==> config.mk <==
export PLATFORM = sky130hd
export DESIGN_NAME = gesture_template_classifier_top
export DESIGN_NICKNAME = d
export VERILOG_FILES = /design/src/rtl/gtc_pkg.sv /design/src/rtl/gtc_accum.sv /design/src/rtl/gtc_div.sv /design/src/rtl/gtc_match.sv /design/src/rtl/gesture_template_classifier_top.sv
export SDC_FILE = /design/constraint.sdc
export NUM_CORES = 1
export LEC_CHECK = 0
export CORE_ASPECT_RATIO = 0.6
export CORE_MARGIN = 4
export CORE_UTILIZATION = 60
export CTS_BUF_LIST = sky130_fd_sc_hd__clkbuf_8
export DETAILED_ROUTE_END_ITERATION = 7
export DONT_BUFFER_PORTS = 1
export PLACE_DENSITY = 0.79
export REMOVE_ABC_BUFFERS = 1
export SLEW_MARGIN = 20
export SYNTH_ARGS = -nofsm -noshare
export SYNTH_HDL_FRONTEND = slang
export SYNTH_SLANG_ARGS = --single-unit
==> constraint.sdc <==
create_clock -name clk -period 5.4 [get_ports clk]
set_input_delay 0.27 -clock clk [delete_from_list [all_inputs] [get_ports clk]]
set_output_delay 0.27 -clock clk [all_outputs]
set_load 0.1 [all_outputs]
==> src/rtl/gtc_pkg.sv <==
// Shared types, widths, register indexes and reset values of the gesture template classifier.
package gtc_pkg;

  // Field widths of the transfer payloads.
  localparam int FIELD_W      = 10;
  localparam int MASK_W       = 4;
  localparam int NUM_GEST     = 4;
  localparam int NUM_AXES     = 3;

  // Running sums wrap at this width.
  localparam int SUM_W        = 18;

  // Window length needs one bit more than the register to hold 256.
  localparam int SCOUNT_W     = 8;
  localparam int COUNT_W      = SCOUNT_W + 1;

  // Configuration register widths.
  localparam int TOL_W        = 10;
  localparam int REPEAT_W     = 4;
  localparam int TMPL_W       = NUM_AXES * FIELD_W;
  localparam int CFG_IDX_W    = 3;
  localparam int CFG_DATA_W   = TMPL_W;

  // Default converter resolution.
  localparam int ADC_BITS_DEF = 10;

  // Configuration register indexes.
  localparam logic [CFG_IDX_W-1:0] CFG_SAMPLE_COUNT    = 3'd0;
  localparam logic [CFG_IDX_W-1:0] CFG_MATCH_TOLERANCE = 3'd1;
  localparam logic [CFG_IDX_W-1:0] CFG_REPEAT_COUNT    = 3'd2;
  localparam logic [CFG_IDX_W-1:0] CFG_TEMPLATE_UP     = 3'd3;
  localparam logic [CFG_IDX_W-1:0] CFG_TEMPLATE_DOWN   = 3'd4;
  localparam logic [CFG_IDX_W-1:0] CFG_TEMPLATE_THIRD  = 3'd5;
  localparam logic [CFG_IDX_W-1:0] CFG_TEMPLATE_FOURTH = 3'd6;

  // Gesture numbers.
  localparam logic [1:0] GEST_UP     = 2'd0;
  localparam logic [1:0] GEST_DOWN   = 2'd1;
  localparam logic [1:0] GEST_FWD    = 2'd2;
  localparam logic [1:0] GEST_REV    = 2'd3;

  // Reset values of the configuration registers.
  localparam logic [SCOUNT_W-1:0] SAMPLE_COUNT_RST    = 8'd100;
  localparam logic [TOL_W-1:0]    MATCH_TOLERANCE_RST = 10'd10;
  localparam logic [REPEAT_W-1:0] REPEAT_COUNT_RST    = 4'd10;
  localparam logic [TMPL_W-1:0]   TEMPLATE_UP_RST     = 30'd362076445;
  localparam logic [TMPL_W-1:0]   TEMPLATE_DOWN_RST   = 30'd299197780;
  localparam logic [TMPL_W-1:0]   TEMPLATE_THIRD_RST  = 30'd390355272;
  localparam logic [TMPL_W-1:0]   TEMPLATE_FOURTH_RST = 30'd351688008;

  // Input transfer payload.
  typedef struct packed {
    logic [FIELD_W-1:0] accel_x;
    logic [FIELD_W-1:0] accel_y;
    logic [FIELD_W-1:0] accel_z;
    logic               limit_clear;
  } gtc_in_t;

  // Result transfer payload.
  typedef struct packed {
    logic [FIELD_W-1:0] avg_x;
    logic [FIELD_W-1:0] avg_y;
    logic [FIELD_W-1:0] avg_z;
    logic [MASK_W-1:0]  match_mask;
    logic [MASK_W-1:0]  move_mask;
    logic               down_blocked;
  } gtc_out_t;

  // Settings that the template matcher works from.
  typedef struct packed {
    logic [TOL_W-1:0]                 tolerance;
    logic [REPEAT_W-1:0]              repeat_count;
    logic [NUM_GEST-1:0][TMPL_W-1:0]  templates;
  } gtc_match_cfg_t;

  // Outcome of one window's template pass.
  typedef struct packed {
    logic [MASK_W-1:0] match_mask;
    logic [MASK_W-1:0] move_mask;
    logic              down_blocked;
  } gtc_match_res_t;

endpackage

==> src/rtl/gtc_accum.sv <==
// Bit-serial accumulator that adds one sample to each of the three axis sums.
module gtc_accum
  import gtc_pkg::*;
(
  input  logic                              clk,
  input  logic                              rst_n,
  input  logic                              start,
  input  logic                              clear,
  input  logic [NUM_AXES-1:0][SUM_W-1:0]    samples,
  output logic [NUM_AXES-1:0][SUM_W-1:0]    sums,
  output logic                              done
);

  localparam int CNT_W = $clog2(SUM_W);

  logic [NUM_AXES-1:0][SUM_W-1:0] sum_r, sum_nxt;
  logic [NUM_AXES-1:0][SUM_W-1:0] samp_r, samp_nxt;
  logic [NUM_AXES-1:0]            carry_r, carry_nxt;
  logic [CNT_W-1:0]               cnt_r, cnt_nxt;
  logic                           busy_r, busy_nxt;
  logic                           done_r, done_nxt;
  logic [NUM_AXES-1:0][1:0]       bit_sum;

  // One full-adder step per axis and cycle; the sums rotate back into place after SUM_W steps.
  always_comb begin
    sum_nxt   = sum_r;
    samp_nxt  = samp_r;
    carry_nxt = carry_r;
    cnt_nxt   = cnt_r;
    busy_nxt  = busy_r;
    done_nxt  = 1'b0;
    for (int a = 0; a < NUM_AXES; a++) begin
      bit_sum[a] = {1'b0, sum_r[a][0]} + {1'b0, samp_r[a][0]} + {1'b0, carry_r[a]};
    end
    if (busy_r) begin
      for (int a = 0; a < NUM_AXES; a++) begin
        sum_nxt[a]   = {bit_sum[a][0], sum_r[a][SUM_W-1:1]};
        samp_nxt[a]  = {1'b0, samp_r[a][SUM_W-1:1]};
        carry_nxt[a] = bit_sum[a][1];
      end
      cnt_nxt = cnt_r + 1'b1;
      if (cnt_r == CNT_W'(SUM_W - 1)) begin
        busy_nxt = 1'b0;
        done_nxt = 1'b1;
      end
    end else if (start) begin
      samp_nxt  = samples;
      carry_nxt = '0;
      cnt_nxt   = '0;
      busy_nxt  = 1'b1;
    end else if (clear) begin
      sum_nxt = '0;
    end
  end

  // Sums are block state and start from zero; the shift data needs no reset.
  always_ff @(posedge clk) begin
    if (!rst_n) begin
      sum_r  <= '0;
      busy_r <= 1'b0;
      done_r <= 1'b0;
      cnt_r  <= '0;
    end else begin
      sum_r  <= sum_nxt;
      busy_r <= busy_nxt;
      done_r <= done_nxt;
      cnt_r  <= cnt_nxt;
    end
  end

  always_ff @(posedge clk) begin
    samp_r  <= samp_nxt;
    carry_r <= carry_nxt;
  end

  assign sums = sum_r;
  assign done = done_r;

endmodule

==> src/rtl/gtc_div.sv <==
// Restoring divider, one quotient bit per cycle, three axis lanes under one control.
module gtc_div
  import gtc_pkg::*;
#(
  parameter int ADC_BITS = ADC_BITS_DEF
) (
  input  logic                               clk,
  input  logic                               rst_n,
  input  logic                               start,
  input  logic [NUM_AXES-1:0][SUM_W-1:0]     dividend,
  input  logic [COUNT_W-1:0]                 divisor,
  output logic [NUM_AXES-1:0][ADC_BITS-1:0]  quotient,
  output logic                               done
);

  localparam int CNT_W = $clog2(SUM_W);
  localparam int REM_W = COUNT_W;
  localparam logic [SUM_W-1:0] ADC_MAX_Q = SUM_W'((1 << ADC_BITS) - 1);

  logic [NUM_AXES-1:0][SUM_W-1:0] quo_r, quo_nxt;
  logic [NUM_AXES-1:0][REM_W-1:0] rem_r, rem_nxt;
  logic [COUNT_W-1:0]             div_r, div_nxt;
  logic [CNT_W-1:0]               cnt_r, cnt_nxt;
  logic                           busy_r, busy_nxt;
  logic                           done_r, done_nxt;
  logic [NUM_AXES-1:0][REM_W:0]   trial;

  // The dividend shifts out at the top while quotient bits shift in at the bottom.
  always_comb begin
    quo_nxt  = quo_r;
    rem_nxt  = rem_r;
    div_nxt  = div_r;
    cnt_nxt  = cnt_r;
    busy_nxt = busy_r;
    done_nxt = 1'b0;
    for (int a = 0; a < NUM_AXES; a++) begin
      trial[a] = {rem_r[a], quo_r[a][SUM_W-1]};
    end
    if (busy_r) begin
      for (int a = 0; a < NUM_AXES; a++) begin
        if (trial[a] >= {1'b0, div_r}) begin
          rem_nxt[a] = REM_W'(trial[a] - {1'b0, div_r});
          quo_nxt[a] = {quo_r[a][SUM_W-2:0], 1'b1};
        end else begin
          rem_nxt[a] = trial[a][REM_W-1:0];
          quo_nxt[a] = {quo_r[a][SUM_W-2:0], 1'b0};
        end
      end
      cnt_nxt = cnt_r + 1'b1;
      if (cnt_r == CNT_W'(SUM_W - 1)) begin
        busy_nxt = 1'b0;
        done_nxt = 1'b1;
      end
    end else if (start) begin
      quo_nxt  = dividend;
      rem_nxt  = '0;
      div_nxt  = divisor;
      cnt_nxt  = '0;
      busy_nxt = 1'b1;
    end
  end

  always_ff @(posedge clk) begin
    if (!rst_n) begin
      busy_r <= 1'b0;
      done_r <= 1'b0;
      cnt_r  <= '0;
    end else begin
      busy_r <= busy_nxt;
      done_r <= done_nxt;
      cnt_r  <= cnt_nxt;
    end
  end

  always_ff @(posedge clk) begin
    quo_r <= quo_nxt;
    rem_r <= rem_nxt;
    div_r <= div_nxt;
  end

  // An average above full scale can only follow a shortened window; it saturates.
  always_comb begin
    for (int a = 0; a < NUM_AXES; a++) begin
      quotient[a] = (quo_r[a] > ADC_MAX_Q) ? ADC_MAX_Q[ADC_BITS-1:0]
                                           : quo_r[a][ADC_BITS-1:0];
    end
  end

  assign done = done_r;

endmodule

==> src/rtl/gtc_match.sv <==
// Template matcher: one gesture per cycle, with the run counters and move decisions.
module gtc_match
  import gtc_pkg::*;
#(
  parameter int ADC_BITS = ADC_BITS_DEF
) (
  input  logic                               clk,
  input  logic                               rst_n,
  input  logic                               start,
  input  logic [NUM_AXES-1:0][ADC_BITS-1:0]  avg,
  input  gtc_match_cfg_t                     cfg,
  input  logic                               limit_clear,
  output gtc_match_res_t                     res,
  output logic                               done
);

  localparam int CMP_W = (ADC_BITS > FIELD_W) ? ADC_BITS : FIELD_W;

  logic [NUM_GEST-1:0][REPEAT_W-1:0] run_cnt_r, run_cnt_nxt;
  logic [1:0]                        gest_r, gest_nxt;
  logic                              busy_r, busy_nxt;
  logic                              done_r, done_nxt;
  logic [MASK_W-1:0]                 match_r, match_nxt;
  logic [MASK_W-1:0]                 move_r, move_nxt;
  logic                              blocked_r, blocked_nxt;
  logic [TMPL_W-1:0]                 tmpl;
  logic [NUM_AXES-1:0][CMP_W-1:0]    t_field;
  logic [NUM_AXES-1:0][CMP_W-1:0]    a_field;
  logic [NUM_AXES-1:0][CMP_W-1:0]    diff;
  logic [NUM_AXES-1:0]               in_tol;
  logic                              hit;
  logic [REPEAT_W-1:0]               cnt_inc;

  // Distance of each axis from the template under test.
  always_comb begin
    tmpl = cfg.templates[gest_r];
    for (int a = 0; a < NUM_AXES; a++) begin
      t_field[a] = CMP_W'(tmpl[a*FIELD_W +: FIELD_W]);
      a_field[a] = CMP_W'(avg[a]);
      diff[a]    = (a_field[a] > t_field[a]) ? (a_field[a] - t_field[a])
                                             : (t_field[a] - a_field[a]);
      in_tol[a]  = diff[a] < CMP_W'(cfg.tolerance);
    end
    hit     = &in_tol;
    cnt_inc = run_cnt_r[gest_r] + 1'b1;
  end

  // Gestures go in order, so a later match in the same window sees the earlier one's effect.
  always_comb begin
    run_cnt_nxt = run_cnt_r;
    gest_nxt    = gest_r;
    busy_nxt    = busy_r;
    done_nxt    = 1'b0;
    match_nxt   = match_r;
    move_nxt    = move_r;
    blocked_nxt = blocked_r;
    if (busy_r) begin
      if (hit) begin
        match_nxt[gest_r] = 1'b1;
        run_cnt_nxt       = '0;
        if (cnt_inc >= cfg.repeat_count) begin
          if (gest_r == GEST_DOWN && !limit_clear) begin
            blocked_nxt = 1'b1;
          end else begin
            move_nxt[gest_r] = 1'b1;
          end
        end else begin
          run_cnt_nxt[gest_r] = cnt_inc;
        end
      end
      gest_nxt = gest_r + 1'b1;
      if (gest_r == GEST_REV) begin
        busy_nxt = 1'b0;
        done_nxt = 1'b1;
      end
    end else if (start) begin
      gest_nxt    = GEST_UP;
      busy_nxt    = 1'b1;
      match_nxt   = '0;
      move_nxt    = '0;
      blocked_nxt = 1'b0;
    end
  end

  always_ff @(posedge clk) begin
    if (!rst_n) begin
      run_cnt_r <= '0;
      gest_r    <= GEST_UP;
      busy_r    <= 1'b0;
      done_r    <= 1'b0;
    end else begin
      run_cnt_r <= run_cnt_nxt;
      gest_r    <= gest_nxt;
      busy_r    <= busy_nxt;
      done_r    <= done_nxt;
    end
  end

  always_ff @(posedge clk) begin
    match_r   <= match_nxt;
    move_r    <= move_nxt;
    blocked_r <= blocked_nxt;
  end

  always_comb begin
    res.match_mask   = match_r;
    res.move_mask    = move_r;
    res.down_blocked = blocked_r;
  end

  assign done = done_r;

endmodule

==> src/rtl/gesture_template_classifier_top.sv <==
// Top level of the gesture template classifier: registers, window control and result stage.
//
// Each accepted sample is added into three 18-bit axis sums by a bit-serial adder, in 18
// serial add steps, and the input stalls until they are done. The sample that closes a
// window also runs an 18-step bit-serial restoring divide of the sums by the window length
// and a four-step pass over the gesture templates; the input stalls until its result has
// been handed to the output register. Results wait in that output register, so the next
// sample is taken while a result is still waiting; a new window end holds off only when
// that register is still full. The configuration port accepts a write in every cycle.
module gesture_template_classifier_top
  import gtc_pkg::*;
#(
  parameter int ADC_BITS = ADC_BITS_DEF
) (
  input  logic                  clk,
  input  logic                  rst_n,
  input  logic                  in_valid,
  output logic                  in_stall,
  input  gtc_in_t               in_data,
  output logic                  out_valid,
  input  logic                  out_stall,
  output gtc_out_t              out_data,
  input  logic                  cfg_valid,
  output logic                  cfg_ready,
  input  logic [CFG_IDX_W-1:0]  cfg_index,
  input  logic [CFG_DATA_W-1:0] cfg_data
);

  localparam int CMP_W = (ADC_BITS > FIELD_W) ? ADC_BITS : FIELD_W;
  localparam logic [CMP_W-1:0] ADC_MASK = CMP_W'((1 << ADC_BITS) - 1);

  // Control states.
  localparam logic [2:0] ST_IDLE  = 3'd0;
  localparam logic [2:0] ST_ACC   = 3'd1;
  localparam logic [2:0] ST_DIV   = 3'd2;
  localparam logic [2:0] ST_MATCH = 3'd3;
  localparam logic [2:0] ST_EMIT  = 3'd4;

  logic [2:0]                    state_r, state_nxt;
  logic [SCOUNT_W-1:0]           sample_count_r;
  logic [TOL_W-1:0]              tol_r;
  logic [REPEAT_W-1:0]           repeat_r;
  logic [NUM_GEST-1:0][TMPL_W-1:0] tmpl_r;
  logic [SCOUNT_W-1:0]           win_pos_r, win_pos_nxt;
  logic [COUNT_W-1:0]            count_r, count_nxt;
  logic                          win_end_r, win_end_nxt;
  logic                          limit_r, limit_nxt;
  logic                          out_valid_r, out_valid_nxt;
  gtc_out_t                      out_data_r, out_data_nxt;

  logic                          in_xfer;
  logic                          cfg_xfer;
  logic [COUNT_W-1:0]            win_len;
  logic [COUNT_W-1:0]            taken;
  logic [NUM_AXES-1:0][SUM_W-1:0] samples;
  logic [NUM_AXES-1:0][SUM_W-1:0] sums;
  logic [NUM_AXES-1:0][ADC_BITS-1:0] avg;
  logic [NUM_AXES-1:0][CMP_W-1:0] avg_ext;
  logic                          acc_start, acc_clear, acc_done;
  logic                          div_start, div_done;
  logic                          match_start, match_done;
  logic                          out_free;
  gtc_match_cfg_t                match_cfg;
  gtc_match_res_t                match_res;

  assign in_stall  = (state_r != ST_IDLE);
  assign in_xfer   = in_valid && !in_stall;
  assign cfg_ready = 1'b1;
  assign cfg_xfer  = cfg_valid && cfg_ready;
  assign out_free  = !out_valid_r || !out_stall;

  // Window length; a zero count means 256 samples.
  assign win_len = (sample_count_r == '0) ? COUNT_W'(1 << SCOUNT_W)
                                          : {1'b0, sample_count_r};
  assign taken   = {1'b0, win_pos_r} + 1'b1;

  // Sample bits above the converter resolution are dropped.
  assign samples[0] = SUM_W'(CMP_W'(in_data.accel_x) & ADC_MASK);
  assign samples[1] = SUM_W'(CMP_W'(in_data.accel_y) & ADC_MASK);
  assign samples[2] = SUM_W'(CMP_W'(in_data.accel_z) & ADC_MASK);

  // Configuration registers.
  always_ff @(posedge clk) begin
    if (!rst_n) begin
      sample_count_r <= SAMPLE_COUNT_RST;
      tol_r          <= MATCH_TOLERANCE_RST;
      repeat_r       <= REPEAT_COUNT_RST;
      tmpl_r[0]      <= TEMPLATE_UP_RST;
      tmpl_r[1]      <= TEMPLATE_DOWN_RST;
      tmpl_r[2]      <= TEMPLATE_THIRD_RST;
      tmpl_r[3]      <= TEMPLATE_FOURTH_RST;
    end else if (cfg_xfer) begin
      unique case (cfg_index)
        CFG_SAMPLE_COUNT:    sample_count_r <= cfg_data[SCOUNT_W-1:0];
        CFG_MATCH_TOLERANCE: tol_r          <= cfg_data[TOL_W-1:0];
        CFG_REPEAT_COUNT:    repeat_r       <= cfg_data[REPEAT_W-1:0];
        CFG_TEMPLATE_UP:     tmpl_r[0]      <= cfg_data[TMPL_W-1:0];
        CFG_TEMPLATE_DOWN:   tmpl_r[1]      <= cfg_data[TMPL_W-1:0];
        CFG_TEMPLATE_THIRD:  tmpl_r[2]      <= cfg_data[TMPL_W-1:0];
        CFG_TEMPLATE_FOURTH: tmpl_r[3]      <= cfg_data[TMPL_W-1:0];
        default: ;
      endcase
    end
  end

  always_comb begin
    match_cfg.tolerance    = tol_r;
    match_cfg.repeat_count = repeat_r;
    match_cfg.templates    = tmpl_r;
  end

  // Sequencing of add, divide, template pass and result hand-over.
  always_comb begin
    state_nxt     = state_r;
    win_pos_nxt   = win_pos_r;
    count_nxt     = count_r;
    win_end_nxt   = win_end_r;
    limit_nxt     = limit_r;
    acc_start     = 1'b0;
    acc_clear     = 1'b0;
    div_start     = 1'b0;
    match_start   = 1'b0;
    out_valid_nxt = out_valid_r;
    out_data_nxt  = out_data_r;
    if (out_valid_r && !out_stall) begin
      out_valid_nxt = 1'b0;
    end
    unique case (state_r)
      ST_IDLE: begin
        if (in_xfer) begin
          acc_start = 1'b1;
          limit_nxt = in_data.limit_clear;
          count_nxt = win_len;
          if (taken >= win_len) begin
            win_end_nxt = 1'b1;
            win_pos_nxt = '0;
          end else begin
            win_end_nxt = 1'b0;
            win_pos_nxt = taken[SCOUNT_W-1:0];
          end
          state_nxt = ST_ACC;
        end
      end
      ST_ACC: begin
        if (acc_done) begin
          if (win_end_r) begin
            div_start = 1'b1;
            acc_clear = 1'b1;
            state_nxt = ST_DIV;
          end else begin
            state_nxt = ST_IDLE;
          end
        end
      end
      ST_DIV: begin
        if (div_done) begin
          match_start = 1'b1;
          state_nxt   = ST_MATCH;
        end
      end
      ST_MATCH: begin
        if (match_done) begin
          state_nxt = ST_EMIT;
        end
      end
      ST_EMIT: begin
        if (out_free) begin
          out_valid_nxt             = 1'b1;
          out_data_nxt.avg_x        = avg_ext[0][FIELD_W-1:0];
          out_data_nxt.avg_y        = avg_ext[1][FIELD_W-1:0];
          out_data_nxt.avg_z        = avg_ext[2][FIELD_W-1:0];
          out_data_nxt.match_mask   = match_res.match_mask;
          out_data_nxt.move_mask    = match_res.move_mask;
          out_data_nxt.down_blocked = match_res.down_blocked;
          state_nxt                 = ST_IDLE;
        end
      end
      default: state_nxt = ST_IDLE;
    endcase
  end

  always_comb begin
    for (int a = 0; a < NUM_AXES; a++) begin
      avg_ext[a] = CMP_W'(avg[a]);
    end
  end

  always_ff @(posedge clk) begin
    if (!rst_n) begin
      state_r     <= ST_IDLE;
      win_pos_r   <= '0;
      win_end_r   <= 1'b0;
      out_valid_r <= 1'b0;
    end else begin
      state_r     <= state_nxt;
      win_pos_r   <= win_pos_nxt;
      win_end_r   <= win_end_nxt;
      out_valid_r <= out_valid_nxt;
    end
  end

  always_ff @(posedge clk) begin
    count_r    <= count_nxt;
    limit_r    <= limit_nxt;
    out_data_r <= out_data_nxt;
  end

  gtc_accum u_accum (
    .clk     (clk),
    .rst_n   (rst_n),
    .start   (acc_start),
    .clear   (acc_clear),
    .samples (samples),
    .sums    (sums),
    .done    (acc_done)
  );

  gtc_div #(
    .ADC_BITS (ADC_BITS)
  ) u_div (
    .clk      (clk),
    .rst_n    (rst_n),
    .start    (div_start),
    .dividend (sums),
    .divisor  (count_r),
    .quotient (avg),
    .done     (div_done)
  );

  gtc_match #(
    .ADC_BITS (ADC_BITS)
  ) u_match (
    .clk         (clk),
    .rst_n       (rst_n),
    .start       (match_start),
    .avg         (avg),
    .cfg         (match_cfg),
    .limit_clear (limit_r),
    .res         (match_res),
    .done        (match_done)
  );

  assign out_valid = out_valid_r;
  assign out_data  = out_data_r;

endmodule
==> results_dict.tcl <==
set metrics [dict create \
    final_cell_mix "nand2_1 (348), dfxtp_1 (240), edfxtp_1 (181)" \
    maxSlewViolCount 0 \
    power.leakage_uw 0.00940 \
    wl_um 52300 \
    ys_ff_latch 424 \
    grt-ovfl-total 0 \
    p_comb_frac 0.064 \
    io_buffers 0 \
    power_density_nw_per_um2 266 \
    min_to "sample_count_r[7]$_SDFFE_PN0P_" \
    end_kind "flip-flop" \
    syn_area_um2 21300 \
    fin_crit_sh 0.977 \
    startpoint_type "flip-flop" \
    grt_pass1_vias 15822 \
    io_pins 111 \
    critPathRequiredTime_ns 5.73 \
    ant_nets 0 \
    cts_sinks 424 \
    hp-start "cfg_valid" \
    hold_path_depth 4 \
    drc 0 \
    cts_buffer_depth 3 \
    async_flop_share 0 \
    setup_viol 0 \
    routedWlPerCell_um 19.5 \
    clk_latency_ns 0.63 \
    path_clk_slew_ns 0.07 \
    status "finished, final reports clean" \
    vdd_ir_drop_max_v 0.000211 \
    fin_crit_ns 5.27 \
    ys.flop_type "dfxtp_1" \
    cts_buffers 59 \
    r2r_setup_slack_ns 0.13 \
    hold_viol_final 0 \
    post-route-util 0.687 \
    finalPower_uw 6410 \
    synth_edf_count 181 \
    dpl.hpwl_um 35000 \
    critical_path_class "flip-flop to flip-flop" \
    max_slew_margin 0.261 \
    grt_pass1_wl_um 83700 \
    power.share.sequential 0.535 \
    cp_max_fo 8 \
    vias 15994 \
    drtIter0Drc 1518 \
    start_util 0.609 \
    worst_pin_slew_ns 1.11 \
    grt_max_degree 100 \
    fin_nets 2380 \
    area_delta_synth_final_pct 12.8 \
    power_switching_uw 1520 \
    die_y_um 154 \
    r2r-start "u_div.quo_r[35]$_DFFE_PP_" \
    p_int_uw 4890 \
    grt_use_total 0.264 \
    ys_seq_area_frac 0.483 \
    gp_congestion 0.945 \
    cap_violations 0 \
    critPathArrivalTime_ns 5.61 \
    antennaDiodeCount 0 \
    avgSynthCellArea_um2 10.2 \
    core-area_um2 35000 \
    die_w_um 251 \
    stdcell_count 2685 \
    power.share.clock 0.400 \
    reg2reg_depth 22 \
    switching_share 0.238 \
    h-tree-depth 2 \
    synth_warnings 0 \
    cts_tree "yes" \
    rows 53 \
    synth_cells 2094 \
    yosys.cell_types.count 73 \
    clock-root-buffer "clkbuf_8" \
    max_freq_mhz 190 \
    place_inst 2497 \
    fin_worst_skew_ns 0.0305 \
    antenna_found_initial 1 \
    mostFrequentLayoutCell "nand2_1" \
    drive_gt1_frac 0.143 \
    firstDrtPassIters 6 \
    holdWs_ns 0.0956 \
    r2r-end "u_match.move_r[2]$_SDFFCE_PN0P_" \
    viasPerCell 5.96 \
    hold_path_class "primary input to flip-flop" \
    dieArea_um2 38700 \
]
## area by class of cell
| type | instances | area, um2 |
|---|---|---|
| clock buffers | 70 | 963 |
| clock inverters | 42 | 258 |
| fillers | 2605 | 11000 |
| inverters | 128 | 483 |
| multi-input cells | 1429 | 10300 |
| flip-flops and latches | 424 | 10300 |
| well taps | 467 | 584 |
| repair buffers | 125 | 1170 |
## synthesized netlist by cell type, types with 5 or more instances
cell type	instances	area share
nor4_1	9	0.0026
ha_1	132	0.077
a21o_1	20	0.0070
inv_1	126	0.022
a22o_1	51	0.021
o21a_1	15	0.0053
o22ai_1	8	0.0023
mux2i_1	34	0.016
o211ai_1	8	0.0028
nor2b_1	42	0.012
a21boi_0	6	0.0021
fa_1	12	0.011
nand3_1	81	0.019
clkbuf_1	102	0.018
dfxtp_1	243	0.23
o211a_1	6	0.0028
or2_2	25	0.0073
a211oi_1	6	0.0021
mux4_2	32	0.034
nor2_1	85	0.015
xor2_1	24	0.0099
o41ai_1	5	0.0021
xnor2_1	33	0.014
edfxtp_1	181	0.25
nor3_1	18	0.0042
nand2b_1	35	0.010
nand4_1	27	0.0079
and3_1	6	0.0018
a21oi_1	155	0.036
nand4b_1	7	0.0029
o21ai_0	53	0.012
mux2_2	78	0.041
nand2_1	348	0.061
## flip-flops by register name (all words and copies together) (netlist names), 5 cells and up
signal / cells
u_div.div_r: 9
count_r: 9
sample_count_r: 8
u_accum.cnt_r: 5
u_accum.samp_r: 30
win_pos_r: 8
match_cfg: 120
u_div.quo_r: 54
u_match.run_cnt_r: 16
u_div.rem_r: 27
u_div.cnt_r: 5
tol_r: 10
u_accum.sums: 54
out_data: 39
## power groups by stage
stage | clock [uW] | combinational [uW] | sequential, uW
floorplan | 0 | 241 | 3490
global placement | 0 | 320 | 3500
detailed placement | 0 | 333 | 3500
CTS | 2610 | 404 | 3430
global route | 2760 | 454 | 3440
finish | 2570 | 413 | 3430
## how the worst max path moves through the flow
| stage | endpoint | slack (ns) | start | cells past startpoint |
|---|---|---|---|---|
| after floorplan | u_match.move_r[0]$_SDFFCE_PN0P_ | -2.86 | u_match.gest_r[0]$_SDFFE_PN0P_ | 18 |
| after global placement | u_match.move_r[3]$_SDFFCE_PN0P_ | 0.14 | u_div.quo_r[13]$_DFFE_PP_ | 21 |
| after detailed placement | u_match.move_r[0]$_SDFFCE_PN0P_ | -0.13 | u_div.quo_r[13]$_DFFE_PP_ | 21 |
| after CTS | u_match.move_r[3]$_SDFFCE_PN0P_ | 0.02 | u_div.quo_r[17]$_DFFE_PP_ | 21 |
| after global routing | u_match.move_r[2]$_SDFFCE_PN0P_ | -0.09 | u_div.quo_r[35]$_DFFE_PP_ | 22 |
| final | u_match.move_r[2]$_SDFFCE_PN0P_ | 0.13 | u_div.quo_r[35]$_DFFE_PP_ | 22 |
## worst max-delay path: stages (launching register included)
cell and delay, ns:
edfxtp_1 0.41, nor4_1 0.30, nand2_1 0.17, buf_4 0.20, or2_2 0.32, ha_2 0.41, and3_1 0.18, o21ai_0 0.12
a21oi_2 0.32, nand3_1 0.13, mux2i_1 0.16, a31oi_1 0.07, xor2_1 0.38, ha_1 0.30, nand2_1 0.08, nor2_1 0.07
a211oi_1 0.26, nand4_1 0.17, nor4bb_4 0.29, buf_4 0.20, nand2b_1 0.09, o21ai_2 0.19, buf_4 0.13
## timing repair
item,4_1_cts,5_1_grt
setup buffers,0,6
endpoints found under the hold margin,197,0
hold buffers,69,0
resized for setup,5,32
pin swaps,1,18
setup endpoints to repair,25,25
cloned,0,1
## per-layer routing
layer | wire [um] | share of wire | vias up | global-route usage
li1 | - | - | 7545 | -
met1 | 23800 | 0.45 | 7647 | 0.396
met2 | 23300 | 0.44 | 717 | 0.400
met3 | 4410 | 0.084 | 83 | 0.0494
met4 | 909 | 0.017 | 2 | 0.0668
met5 | 12 | 0.00023 | - | 0
## through the flow
stage          area, um2  setup slack (ns)  TNS, ns
5_1_grt            24100           -0.0905   -0.648
3_5_place_dp       21900            -0.128    -1.81
2_1_floorplan      20900             -2.86   -74.32
4_1_cts            23900            0.0183        0
6_report           24100             0.125        0
3_3_place_gp       21900             0.138        0
## kinds of logic (layout without fill, tap and decap cells)
group | count (synthesis) | in the layout | share of synthesized area
and+or+nand+nor | 704 | 705 | 0.153
xor gates and xnor gates | 57 | 57 | 0.0234
AOI/OAI and AO/OA | 375 | 375 | 0.114
muxes | 147 | 147 | 0.0946
adders and majority gates | 144 | 144 | 0.0887
other | 1 | 1 | 0.000176
DFF | 424 | 424 | 0.483
buffers and inverters | 242 | 365 | 0.0437
(Power assumes the default switching activity.)
